File: src/hdl/stp_pkg.sv
`timescale 1ns / 1ps
// ----------------------------------------------------------------------------
// Step pulse generator package
// Field widths, request codes, register indexes and the structures that
// travel between the rate divider, the step engine and the top level.
// ----------------------------------------------------------------------------
package stp_pkg;

  localparam int unsigned OP_W    = 3;
  localparam int unsigned WORD_W  = 32;
  localparam int unsigned RATE_W  = 20;
  localparam int unsigned PULSE_W = 16;
  localparam int unsigned CIDX_W  = 2;

  localparam int unsigned TIME_BITS_DEF      = 32;
  localparam int unsigned CATCHUP_FACTOR_DEF = 4;

  // One second in microseconds; fits in a rate-wide word.
  localparam logic [RATE_W-1:0] ONE_SECOND_US = RATE_W'(1000000);

  localparam logic [PULSE_W-1:0] PULSE_LEN_RST = PULSE_W'(10);

  localparam logic [CIDX_W-1:0] CFG_STEP_RATE    = CIDX_W'(0);
  localparam logic [CIDX_W-1:0] CFG_PULSE_LENGTH = CIDX_W'(1);
  localparam logic [CIDX_W-1:0] CFG_INVERT_DIR   = CIDX_W'(2);

  typedef enum logic [OP_W-1:0] {
    OP_UPDATE     = 3'd0,
    OP_SET_TARGET = 3'd1,
    OP_ADD_TARGET = 3'd2,
    OP_RESET_POS  = 3'd3,
    OP_RESET_TIME = 3'd4
  } op_e;

  // New step rate and the spacing and remainder derived from it.
  typedef struct packed {
    logic              valid;
    logic [RATE_W-1:0] rate;
    logic [RATE_W-1:0] spacing;
    logic [RATE_W-1:0] remainder;
  } rate_upd_t;

  typedef struct packed {
    logic                     step_level;
    logic                     dir_level;
    logic                     dir_level_inverted;
    logic [WORD_W-1:0]        wait_hint;
    logic signed [WORD_W-1:0] position;
    logic                     on_target;
  } res_t;

endpackage

File: src/hdl/stepper_step_pulse_generator.sv
`timescale 1ns / 1ps
// ----------------------------------------------------------------------------
// Stepper step pulse generator
// Step and direction generator for one axis, driven by timestamped requests.
// ----------------------------------------------------------------------------
// Each request on the slave stream is an update at a microsecond timestamp
// or a command (set target, add to target, reset position, reset time),
// with the opcode in tuser. Every request yields exactly one result on the
// master stream: step and direction levels, a wait hint, the position and
// an on-target flag.
// A request is held in the input register until it can be evaluated, and is
// then written to the result register, which presents the result. One
// request per cycle is sustained while results are taken and no rate
// division runs; a stalled receiver holds the result register, and the
// input register fills and then drops tready.
// Writing the step rate over the configuration channel starts a divider
// that forms one quotient bit per cycle; both the configuration channel
// and the slave stream are held off meanwhile. Pulse length and
// direction inversion take effect at once.
// Reset clears the axis state and sets pulse length to 10 us, step rate and
// inversion to zero.
// ----------------------------------------------------------------------------
module stepper_step_pulse_generator #(
  parameter int unsigned TIME_BITS      = stp_pkg::TIME_BITS_DEF,
  parameter int unsigned CATCHUP_FACTOR = stp_pkg::CATCHUP_FACTOR_DEF
) (
  input  logic                          clk_i,
  input  logic                          rst_ni,
  input  logic                          s_axis_tvalid,
  output logic                          s_axis_tready,
  input  logic [63:0]                   s_axis_tdata,  // now_us, value
  input  logic [stp_pkg::OP_W-1:0]      s_axis_tuser,  // op
  output logic                          m_axis_tvalid,
  input  logic                          m_axis_tready,
  // step_level, dir_level, dir_level_inverted, wait_hint, position,
  // on_target, zero fill
  output logic [71:0]                   m_axis_tdata,
  input  logic                          cfg_valid_i,
  output logic                          cfg_ready_o,
  input  logic [stp_pkg::CIDX_W-1:0]    cfg_index_i,
  input  logic [stp_pkg::RATE_W-1:0]    cfg_data_i
);
  import stp_pkg::*;

  logic                in_valid_q;
  logic [OP_W-1:0]     in_op_q;
  logic [WORD_W-1:0]   in_now_q;
  logic [WORD_W-1:0]   in_value_q;
  logic                out_valid_q;
  res_t                out_res_q;
  logic [PULSE_W-1:0]  pulse_len_q;
  logic                invert_q;

  logic                advance;
  logic                cfg_acc;
  logic                rate_start;
  logic [RATE_W-1:0]   rate_sat;
  logic                div_busy;
  rate_upd_t           div_upd;
  res_t                eng_res;

  assign advance       = in_valid_q && (!out_valid_q || m_axis_tready) && !div_busy;
  assign s_axis_tready = (!in_valid_q || advance) && !div_busy;
  assign cfg_ready_o   = !div_busy;
  assign cfg_acc       = cfg_valid_i && cfg_ready_o;
  assign rate_start    = cfg_acc && (cfg_index_i == CFG_STEP_RATE);
  assign rate_sat      = (cfg_data_i > ONE_SECOND_US) ? ONE_SECOND_US : cfg_data_i;

  stp_rate_div u_div (
    .clk_i   (clk_i),
    .rst_ni  (rst_ni),
    .start_i (rate_start),
    .rate_i  (rate_sat),
    .busy_o  (div_busy),
    .upd_o   (div_upd)
  );

  stp_engine #(
    .TIME_BITS      (TIME_BITS),
    .CATCHUP_FACTOR (CATCHUP_FACTOR)
  ) u_engine (
    .clk_i       (clk_i),
    .rst_ni      (rst_ni),
    .item_en_i   (advance),
    .op_i        (in_op_q),
    .now_i       (in_now_q),
    .value_i     (in_value_q),
    .pulse_len_i (pulse_len_q),
    .invert_i    (invert_q),
    .rate_upd_i  (div_upd),
    .res_o       (eng_res)
  );

  always_ff @(posedge clk_i or negedge rst_ni) begin
    if (!rst_ni) begin
      in_valid_q  <= 1'b0;
      out_valid_q <= 1'b0;
      pulse_len_q <= PULSE_LEN_RST;
      invert_q    <= 1'b0;
    end else begin
      if (s_axis_tready) begin
        in_valid_q <= s_axis_tvalid;
      end
      if (advance) begin
        out_valid_q <= 1'b1;
      end else if (m_axis_tready) begin
        out_valid_q <= 1'b0;
      end
      if (cfg_acc && cfg_index_i == CFG_PULSE_LENGTH) begin
        pulse_len_q <= cfg_data_i[PULSE_W-1:0];
      end
      if (cfg_acc && cfg_index_i == CFG_INVERT_DIR) begin
        invert_q <= cfg_data_i[0];
      end
    end
  end

  always_ff @(posedge clk_i) begin
    if (s_axis_tvalid && s_axis_tready) begin
      in_op_q    <= s_axis_tuser;
      in_now_q   <= s_axis_tdata[31:0];
      in_value_q <= s_axis_tdata[63:32];
    end
    if (advance) begin
      out_res_q <= eng_res;
    end
  end

  assign m_axis_tvalid = out_valid_q;
  assign m_axis_tdata  = {4'b0000, out_res_q.on_target, out_res_q.position,
                          out_res_q.wait_hint, out_res_q.dir_level_inverted,
                          out_res_q.dir_level, out_res_q.step_level};

  // Every evaluated request lands in the result register.
  a_adv_result: assert property (@(posedge clk_i) disable iff (!rst_ni)
    advance |=> out_valid_q)
    else $error("evaluated request did not produce a result");

  // The divider delivers the new spacing in the cycle after it forms its last bit.
  a_div_latency: assert property (@(posedge clk_i) disable iff (!rst_ni)
    rate_start |-> ##(RATE_W + 1) div_upd.valid)
    else $error("rate divider latency is wrong");

  // A rate update never meets a request in the engine.
  a_no_overlap: assert property (@(posedge clk_i) disable iff (!rst_ni)
    div_upd.valid |-> !advance)
    else $error("request evaluated during a rate update");

endmodule

File: src/hdl/stp_rate_div.sv
`timescale 1ns / 1ps
// ----------------------------------------------------------------------------
// Step rate divider
// Restoring divider that forms one second divided by the step rate, one
// quotient bit per cycle, and presents spacing and remainder for one cycle.
// ----------------------------------------------------------------------------
module stp_rate_div (
  input  logic                          clk_i,
  input  logic                          rst_ni,
  input  logic                          start_i,
  input  logic [stp_pkg::RATE_W-1:0]    rate_i,
  output logic                          busy_o,
  output stp_pkg::rate_upd_t            upd_o
);
  import stp_pkg::*;

  localparam int unsigned CNT_W = $clog2(RATE_W);
  localparam logic [CNT_W-1:0] LAST_STEP = CNT_W'(RATE_W - 1);

  logic              run_q, run_d;
  logic              done_q, done_d;
  logic [CNT_W-1:0]  cnt_q, cnt_d;
  logic [RATE_W-1:0] rate_q, rate_d;
  logic [RATE_W-1:0] rem_q, rem_d;
  logic [RATE_W-1:0] quo_q, quo_d;

  logic [RATE_W:0] shifted;
  logic [RATE_W:0] trial;
  logic            take;

  always_comb begin
    shifted = {rem_q, quo_q[RATE_W-1]};
    trial   = shifted - {1'b0, rate_q};
    take    = shifted >= {1'b0, rate_q};

    run_d  = run_q;
    done_d = 1'b0;
    cnt_d  = cnt_q;
    rate_d = rate_q;
    rem_d  = rem_q;
    quo_d  = quo_q;

    if (start_i) begin
      run_d  = 1'b1;
      cnt_d  = '0;
      rate_d = rate_i;
      rem_d  = '0;
      quo_d  = ONE_SECOND_US;
    end else if (run_q) begin
      rem_d = take ? trial[RATE_W-1:0] : shifted[RATE_W-1:0];
      quo_d = {quo_q[RATE_W-2:0], take};
      cnt_d = cnt_q + CNT_W'(1);
      if (cnt_q == LAST_STEP) begin
        run_d  = 1'b0;
        done_d = 1'b1;
      end
    end
  end

  always_ff @(posedge clk_i or negedge rst_ni) begin
    if (!rst_ni) begin
      run_q  <= 1'b0;
      done_q <= 1'b0;
      cnt_q  <= '0;
    end else begin
      run_q  <= run_d;
      done_q <= done_d;
      cnt_q  <= cnt_d;
    end
  end

  always_ff @(posedge clk_i) begin
    rate_q <= rate_d;
    rem_q  <= rem_d;
    quo_q  <= quo_d;
  end

  // A zero rate stops stepping, so spacing and remainder read as zero.
  always_comb begin
    upd_o.valid     = done_q;
    upd_o.rate      = rate_q;
    upd_o.spacing   = (rate_q == '0) ? '0 : quo_q;
    upd_o.remainder = (rate_q == '0) ? '0 : rem_q;
  end

  assign busy_o = run_q | done_q;

endmodule

File: src/hdl/stp_engine.sv
`timescale 1ns / 1ps
// ----------------------------------------------------------------------------
// Step engine
// Holds the axis state and works out, for one request, the new state and
// the result fields; also takes in a new step rate from the divider.
// ----------------------------------------------------------------------------
module stp_engine #(
  parameter int unsigned TIME_BITS      = stp_pkg::TIME_BITS_DEF,
  parameter int unsigned CATCHUP_FACTOR = stp_pkg::CATCHUP_FACTOR_DEF
) (
  input  logic                          clk_i,
  input  logic                          rst_ni,
  input  logic                          item_en_i,
  input  logic [stp_pkg::OP_W-1:0]      op_i,
  input  logic [stp_pkg::WORD_W-1:0]    now_i,
  input  logic [stp_pkg::WORD_W-1:0]    value_i,
  input  logic [stp_pkg::PULSE_W-1:0]   pulse_len_i,
  input  logic                          invert_i,
  input  stp_pkg::rate_upd_t            rate_upd_i,
  output stp_pkg::res_t                 res_o
);
  import stp_pkg::*;

  localparam int unsigned CF_W   = $clog2(CATCHUP_FACTOR + 1);
  localparam int unsigned PROD_W = CF_W + RATE_W;

  typedef logic [TIME_BITS-1:0] time_t;

  // A time is reached once the wrapped difference lies in the lower half.
  function automatic logic reached(time_t now, time_t t);
    time_t d;
    d = now - t;
    return ~d[TIME_BITS-1];
  endfunction

  function automatic logic [WORD_W-1:0] clip_wait(time_t d);
    logic [63:0] w;
    w = 64'(d);
    return (w > 64'(32'hFFFF_FFFF)) ? '1 : w[WORD_W-1:0];
  endfunction

  function automatic time_t to_time(logic [63:0] w);
    return w[TIME_BITS-1:0];
  endfunction

  logic [WORD_W-1:0]   position_q, position_d;
  logic [WORD_W-1:0]   target_q, target_d;
  logic                moving_down_q, moving_down_d;
  logic                pulse_high_q, pulse_high_d;
  time_t               next_step_q, next_step_d;
  time_t               pulse_end_q, pulse_end_d;
  logic [RATE_W-1:0]   spacing_q, spacing_d;
  logic [RATE_W-1:0]   spacing_rem_q, spacing_rem_d;
  logic [RATE_W:0]     rem_sum_q, rem_sum_d;
  time_t               catchup_q, catchup_d;
  logic [WORD_W-1:0]   last_wait_q, last_wait_d;
  logic [RATE_W-1:0]   step_rate_q, step_rate_d;

  logic [PROD_W-1:0]   prod;
  time_t               now_t;
  time_t               sp_t;
  time_t               lag;
  time_t               base;
  logic [RATE_W:0]     rs_sum;
  logic                carry;
  logic                stop;
  logic [WORD_W-1:0]   new_target;
  logic [WORD_W-1:0]   upd_hint;
  logic [WORD_W-1:0]   hint;

  assign prod = PROD_W'(CATCHUP_FACTOR) * PROD_W'(rate_upd_i.spacing);

  always_comb begin
    position_d    = position_q;
    target_d      = target_q;
    moving_down_d = moving_down_q;
    pulse_high_d  = pulse_high_q;
    next_step_d   = next_step_q;
    pulse_end_d   = pulse_end_q;
    spacing_d     = spacing_q;
    spacing_rem_d = spacing_rem_q;
    rem_sum_d     = rem_sum_q;
    catchup_d     = catchup_q;
    last_wait_d   = last_wait_q;
    step_rate_d   = step_rate_q;

    now_t      = to_time(64'(now_i));
    sp_t       = to_time(64'(spacing_q));
    lag        = now_t - next_step_q;
    base       = (lag > catchup_q) ? now_t : next_step_q;
    rs_sum     = rem_sum_q + (RATE_W + 1)'(spacing_rem_q);
    carry      = rs_sum >= (RATE_W + 1)'(step_rate_q);
    stop       = 1'b0;
    new_target = target_q;
    upd_hint   = '0;
    hint       = last_wait_q;

    if (rate_upd_i.valid) begin
      step_rate_d   = rate_upd_i.rate;
      spacing_d     = rate_upd_i.spacing;
      spacing_rem_d = rate_upd_i.remainder;
      // Keep the previous step instant and re-space from it.
      if (rate_upd_i.rate != '0) begin
        next_step_d = next_step_q - sp_t + to_time(64'(rate_upd_i.spacing));
      end
      catchup_d = to_time(64'(prod));
    end else if (item_en_i) begin
      unique case (op_e'(op_i))
        OP_UPDATE: begin
          if (pulse_high_q) begin
            if (reached(now_t, pulse_end_q)) begin
              pulse_high_d = 1'b0;
              if (reached(now_t, next_step_q)) begin
                stop = 1'b1;
              end
            end else begin
              upd_hint = clip_wait(pulse_end_q - now_t);
              stop     = 1'b1;
            end
          end
          if (!stop) begin
            if (spacing_q == '0 || position_q == target_q) begin
              upd_hint = WORD_W'(ONE_SECOND_US);
            end else if (reached(now_t, next_step_q)) begin
              pulse_high_d = 1'b1;
              pulse_end_d  = now_t + to_time(64'(pulse_len_i));
              rem_sum_d    = carry ? rs_sum - (RATE_W + 1)'(step_rate_q) : rs_sum;
              next_step_d  = base + sp_t + to_time(64'(carry));
              position_d   = position_q + (moving_down_q ? '1 : WORD_W'(1));
            end else begin
              upd_hint = clip_wait(next_step_q - now_t);
            end
          end
          last_wait_d = upd_hint;
          hint        = upd_hint;
        end
        OP_SET_TARGET, OP_ADD_TARGET: begin
          new_target    = (op_e'(op_i) == OP_SET_TARGET) ? value_i : target_q + value_i;
          target_d      = new_target;
          moving_down_d = $signed(new_target) < $signed(position_q);
        end
        OP_RESET_POS: begin
          position_d    = '0;
          target_d      = '0;
          moving_down_d = 1'b0;
          rem_sum_d     = '0;
          pulse_high_d  = 1'b0;
        end
        OP_RESET_TIME: begin
          next_step_d = now_t;
        end
        default: begin
        end
      endcase
    end
  end

  always_comb begin
    res_o.step_level         = pulse_high_d;
    res_o.dir_level          = moving_down_d ^ invert_i;
    res_o.dir_level_inverted = ~(moving_down_d ^ invert_i);
    res_o.wait_hint          = hint;
    res_o.position           = position_d;
    res_o.on_target          = position_d == target_d;
  end

  always_ff @(posedge clk_i or negedge rst_ni) begin
    if (!rst_ni) begin
      position_q    <= '0;
      target_q      <= '0;
      moving_down_q <= 1'b0;
      pulse_high_q  <= 1'b0;
      next_step_q   <= '0;
      pulse_end_q   <= '0;
      spacing_q     <= '0;
      spacing_rem_q <= '0;
      rem_sum_q     <= '0;
      catchup_q     <= '0;
      last_wait_q   <= '0;
      step_rate_q   <= '0;
    end else begin
      position_q    <= position_d;
      target_q      <= target_d;
      moving_down_q <= moving_down_d;
      pulse_high_q  <= pulse_high_d;
      next_step_q   <= next_step_d;
      pulse_end_q   <= pulse_end_d;
      spacing_q     <= spacing_d;
      spacing_rem_q <= spacing_rem_d;
      rem_sum_q     <= rem_sum_d;
      catchup_q     <= catchup_d;
      last_wait_q   <= last_wait_d;
      step_rate_q   <= step_rate_d;
    end
  end

endmodule
File: config.mk
export PLATFORM = sky130hd
export DESIGN_NAME = stepper_step_pulse_generator
export DESIGN_NICKNAME = d
export VERILOG_FILES = /design/src/hdl/stp_pkg.sv /design/src/hdl/stepper_step_pulse_generator.sv /design/src/hdl/stp_rate_div.sv /design/src/hdl/stp_engine.sv
export SDC_FILE = /design/constraint.sdc
export NUM_CORES = 2
export LEC_CHECK = 0
export ABC_CLOCK_PERIOD_IN_PS = 11100
export BUFFER_PORTS_ARGS = -buffer_cell sky130_fd_sc_hd__buf_2
export CAP_MARGIN = 20
export CORE_AREA = 10 10 282 284
export DETAILED_ROUTE_END_ITERATION = 12
export DIE_AREA = 0 0 292 294
export PLACE_DENSITY = 0.74
export REMOVE_ABC_BUFFERS = 1
export SLEW_MARGIN = 20
export SYNTH_ARGS = -nofsm -noshare
export SYNTH_HDL_FRONTEND = slang
export SYNTH_SLANG_ARGS = --single-unit
File: constraint.sdc
create_clock -name clk_i -period 11.1 [get_ports clk_i]
set_clock_uncertainty 0.15 [all_clocks]
set_input_delay 2.22 -clock clk_i [delete_from_list [all_inputs] [get_ports clk_i]]
set_output_delay 2.22 -clock clk_i [all_outputs]
set_load 0.02 [all_outputs]
==> qor.txt <==
Vias -> 31900
Placer Congestion -> 0.948
Critical Path AT -> 10.23 ns
Final WS setup -> 1.26 ns
Tcrit/Tclk final -> 88.6%
Worst Path Required -> 11.49 ns
CP max stage delay -> 0.78 ns
Die Y -> 294 um
Post-Route M1 WL -> 49400 um
Clock tree sinks -> 464
Met2 WL -> 50500 um
Initial antenna violation count -> 6
Initial Utilization -> 49.5%
Hold Crit Class -> reg2reg
Hold wc startpoint -> u_engine.rem_sum_q[16]
Crit start category -> register
Mean post-synth cell area -> 8.71 sq um
Clk Latency, worst-skew pair -> 0.64 ns
DRT Wirelength -> 111000 um
Setup TNS -> 0 ns
Prevailing post-synth register cell -> dfrtp_1
Unrepaired setup endpoints after global routing -> no
Synthesized instance count -> 4204
Fmax -> 102 MHz
Routed wl met3 -> 8510 um
Post-synth top area share -> 18.2%
Grt ovf -> 0
Die ar. -> 85800 sq um
Combinational share of power -> 65.2%
Max-cap violations -> 0
GR Util All Layers -> 25.1%
Tightest Pin Transition -> 1.07 ns
Power Dens Cells -> 358 nW/um^2
NumNets Final -> 4783
Fillers -> 6699
Via/cell ratio -> 6.01
Post-DP HPWL -> 85800 um
Post-CTS Resized -> 0
Top area cells in the synthesized netlist -> dfrtp_1 (18%), edfxtp_1 (13%), ha_1 (12%)
Leak -> 18.0 nW
Status -> finished, final reports clean
Port buffer count -> 164
Crit path max fanout -> 23
Vias in the first global route -> 30300
Max H-tree Level -> 2
Final-report hold violation count -> 0
Initial DRC Count -> 2866
Final Hold Slack -> 0.334 ns
Num ports -> 169
Antenna-violating nets left -> 0
CP Class -> reg2reg
Sequential share of power -> 21.3%
# DRC -> 0
EDFF count, synth -> 155
Async SR Flop Fraction -> 58.0%
Total CTS buffers -> 53
Power Total -> 14.4 mW
CTS root buf -> clkbuf_16
Routed len/inst -> 21.0 um
Internal power -> 7.41 mW
Leading area contributor after synthesis -> dfrtp_1
Post-Syn Area -> 36600 sq um
Share of cells above drive strength 1 -> 9.13%
Sw Pwr -> 7.02 mW
Seq cells post-synth -> 464
CP endpoint kind -> register
Cts hold-fix bufs -> 0
Postcts setup bufs -> 0
CTS tree -> built
Total core area -> 73900 sq um
Place WS -> 1.42 ns
Clock-pin slew on the worst setup and hold paths -> 0.07 ns
Relative slew slack -> 28.4%
Synthesis-to-layout area growth -> 9.94%
Sequential area share after synthesis -> 33.3%
RR Startpoint -> in_now_q[1]
Switching Fraction -> 48.7%
Die width -> 292 um
Deepest clock path buffer count -> 3
Drt pass-1 iters -> 8
Syn. warnings -> 0
Final setup viols -> 0
Post-synthesis cell type count -> 106
First-pass GRT wire length -> 173000 um
Highest Signal Layer -> met5
Clock network power share -> 13.5%
Peak supply drop -> 239 uV
Fin. max-slew vios -> 0
Period minus WS final -> 9.84 ns
Critical Path Start -> in_now_q[1]
Largest net degree at the start of global routing -> 122
Slowest library cell on the worst path -> nor4b_4
# rows -> 100
-- through the flow --
step / utilization [%] / area (sq um) / std cells
6_report: 54.5 / 40300 / 5309
5_1_grt: 54.5 / 40300 / 5309
2_1_floorplan: - / 35900 / 4036
3_5_place_dp: 51.8 / 38300 / 5208
3_3_place_gp: 51.8 / 38300 / 5208
4_1_cts: 54.4 / 40300 / 5308
-- synthesized netlist by cell type (all sizes together), types with 36 or more instances --
library cell,n
o21ai,365
inv,353
nand2,430
mux2i,47
dfrtp,267
nand3,129
a21oi,294
nor4,43
a211oi,46
edfxtp,155
xor2,117
buf,64
nor3,78
nor2b,48
o21bai,36
o21a,44
ha,364
xnor2,174
nor2,248
a21o,96
o211ai,50
dfxtp,40
nand2b,50
clkbuf,107
-- kinds of logic after synthesis --
| family | count (synthesis) | synth area share [%] |
|---|---|---|
| AOI/OAI and AO/OA | 1242 | 22.1 |
| muxes | 75 | 2.15 |
| other | 1 | 0.0102 |
| adders and majority gates | 395 | 14.1 |
| buffers and inverters | 524 | 5.67 |
| and+or+nand+nor | 1212 | 15.7 |
| DFF | 464 | 33.3 |
| xor gates and xnor gates | 291 | 6.96 |
-- critical path: cells and delay by family (launching register included) --
family | cells | cell delay, ns
fa+ha+maj | 4 | 1.48
xor+xnor | 1 | 0.10
flops | 1 | 0.51
buf+inv | 1 | 0.29
compound gates | 17 | 4.04
simple gates | 10 | 2.91
mux | 1 | 0.29
-- power groups by stage --
stage	sequential [mW]	clock, mW	combinational, mW
6_report	3.07	1.95	9.41
3_3_place_gp	3.05	0	9.04
3_5_place_dp	3.07	0	9.19
5_1_grt	3.13	2.04	10.4
2_1_floorplan	2.96	0	6.96
4_1_cts	3.04	1.97	9.27
-- state kept, by name, indices dropped and copies added (netlist names), 3 cells and up --
name	cells
u_engine.spacing_rem_q	20
m_axis_tdata	68
u_engine.pulse_end_q	32
u_div.quo_q	20
in_op_q	3
u_engine.catchup_q	20
u_engine.last_wait_q	32
u_engine.step_rate_q	20
u_engine.rem_sum_q	21
u_engine.next_step_q	32
u_div.cnt_q	5
in_now_q	32
pulse_len_q	16
u_engine.position_q	32
u_div.rate_q	20
in_value_q	32
u_engine.target_q	32
u_div.rem_q	20
-- metal layers --
metal,global-route usage [%],vias to the layer above
met5,0,-
met4,6.70,4
met3,3.67,181
met2,40.8,1265
met1,34.5,15200
li1,-,15300
-- worst paths after layout --
| path | to | slack [ns] | cells after the start |
|---|---|---|---|
| max | u_engine.next_step_q[28] | 1.26 | 34 |
| min | u_engine.rem_sum_q[16] | 0.33 | 2 |
| max reg2reg | u_engine.next_step_q[28] | 1.26 | 34 |
| min reg2reg | u_engine.rem_sum_q[16] | 0.33 | 2 |
| max in group asynchronous | u_div.done_q | 7.30 | 3 |
| min in group asynchronous | u_engine.target_q[29] | 1.36 | 1 |
-- final cells by class --
class                      instances  area [sq um]  share of cell area [%]
antenna                            1          2.50                 0.00621
clock buffer                      60          1470                    3.65
clock inverter                    40           490                    1.22
inverter                         353          1330                    3.29
multi-input combinational       3219         22400                    55.7
sequential                       464         12200                    30.3
tap                              969          1210                    3.01
timing repair buffer             203          1140                    2.82
-- placed cells by master, fill, tap and decap left out, types with 74 or more instances in the layout --
master / synthesis / routed
nand2_1: 430 / 429
ha_1: 364 / 364
inv_1: 353 / 352
o21ai_0: 350 / 349
a21oi_1: 293 / 292
dfrtp_1: 267 / 265
nor2_1: 247 / 245
xnor2_1: 174 / 174
buf_2: 28 / 163
edfxtp_1: 155 / 155
nand3_1: 129 / 128
xor2_1: 117 / 117
a21o_1: 95 / 95
nor3_1: 76 / 74
Power figures use the tool's default switching activity.
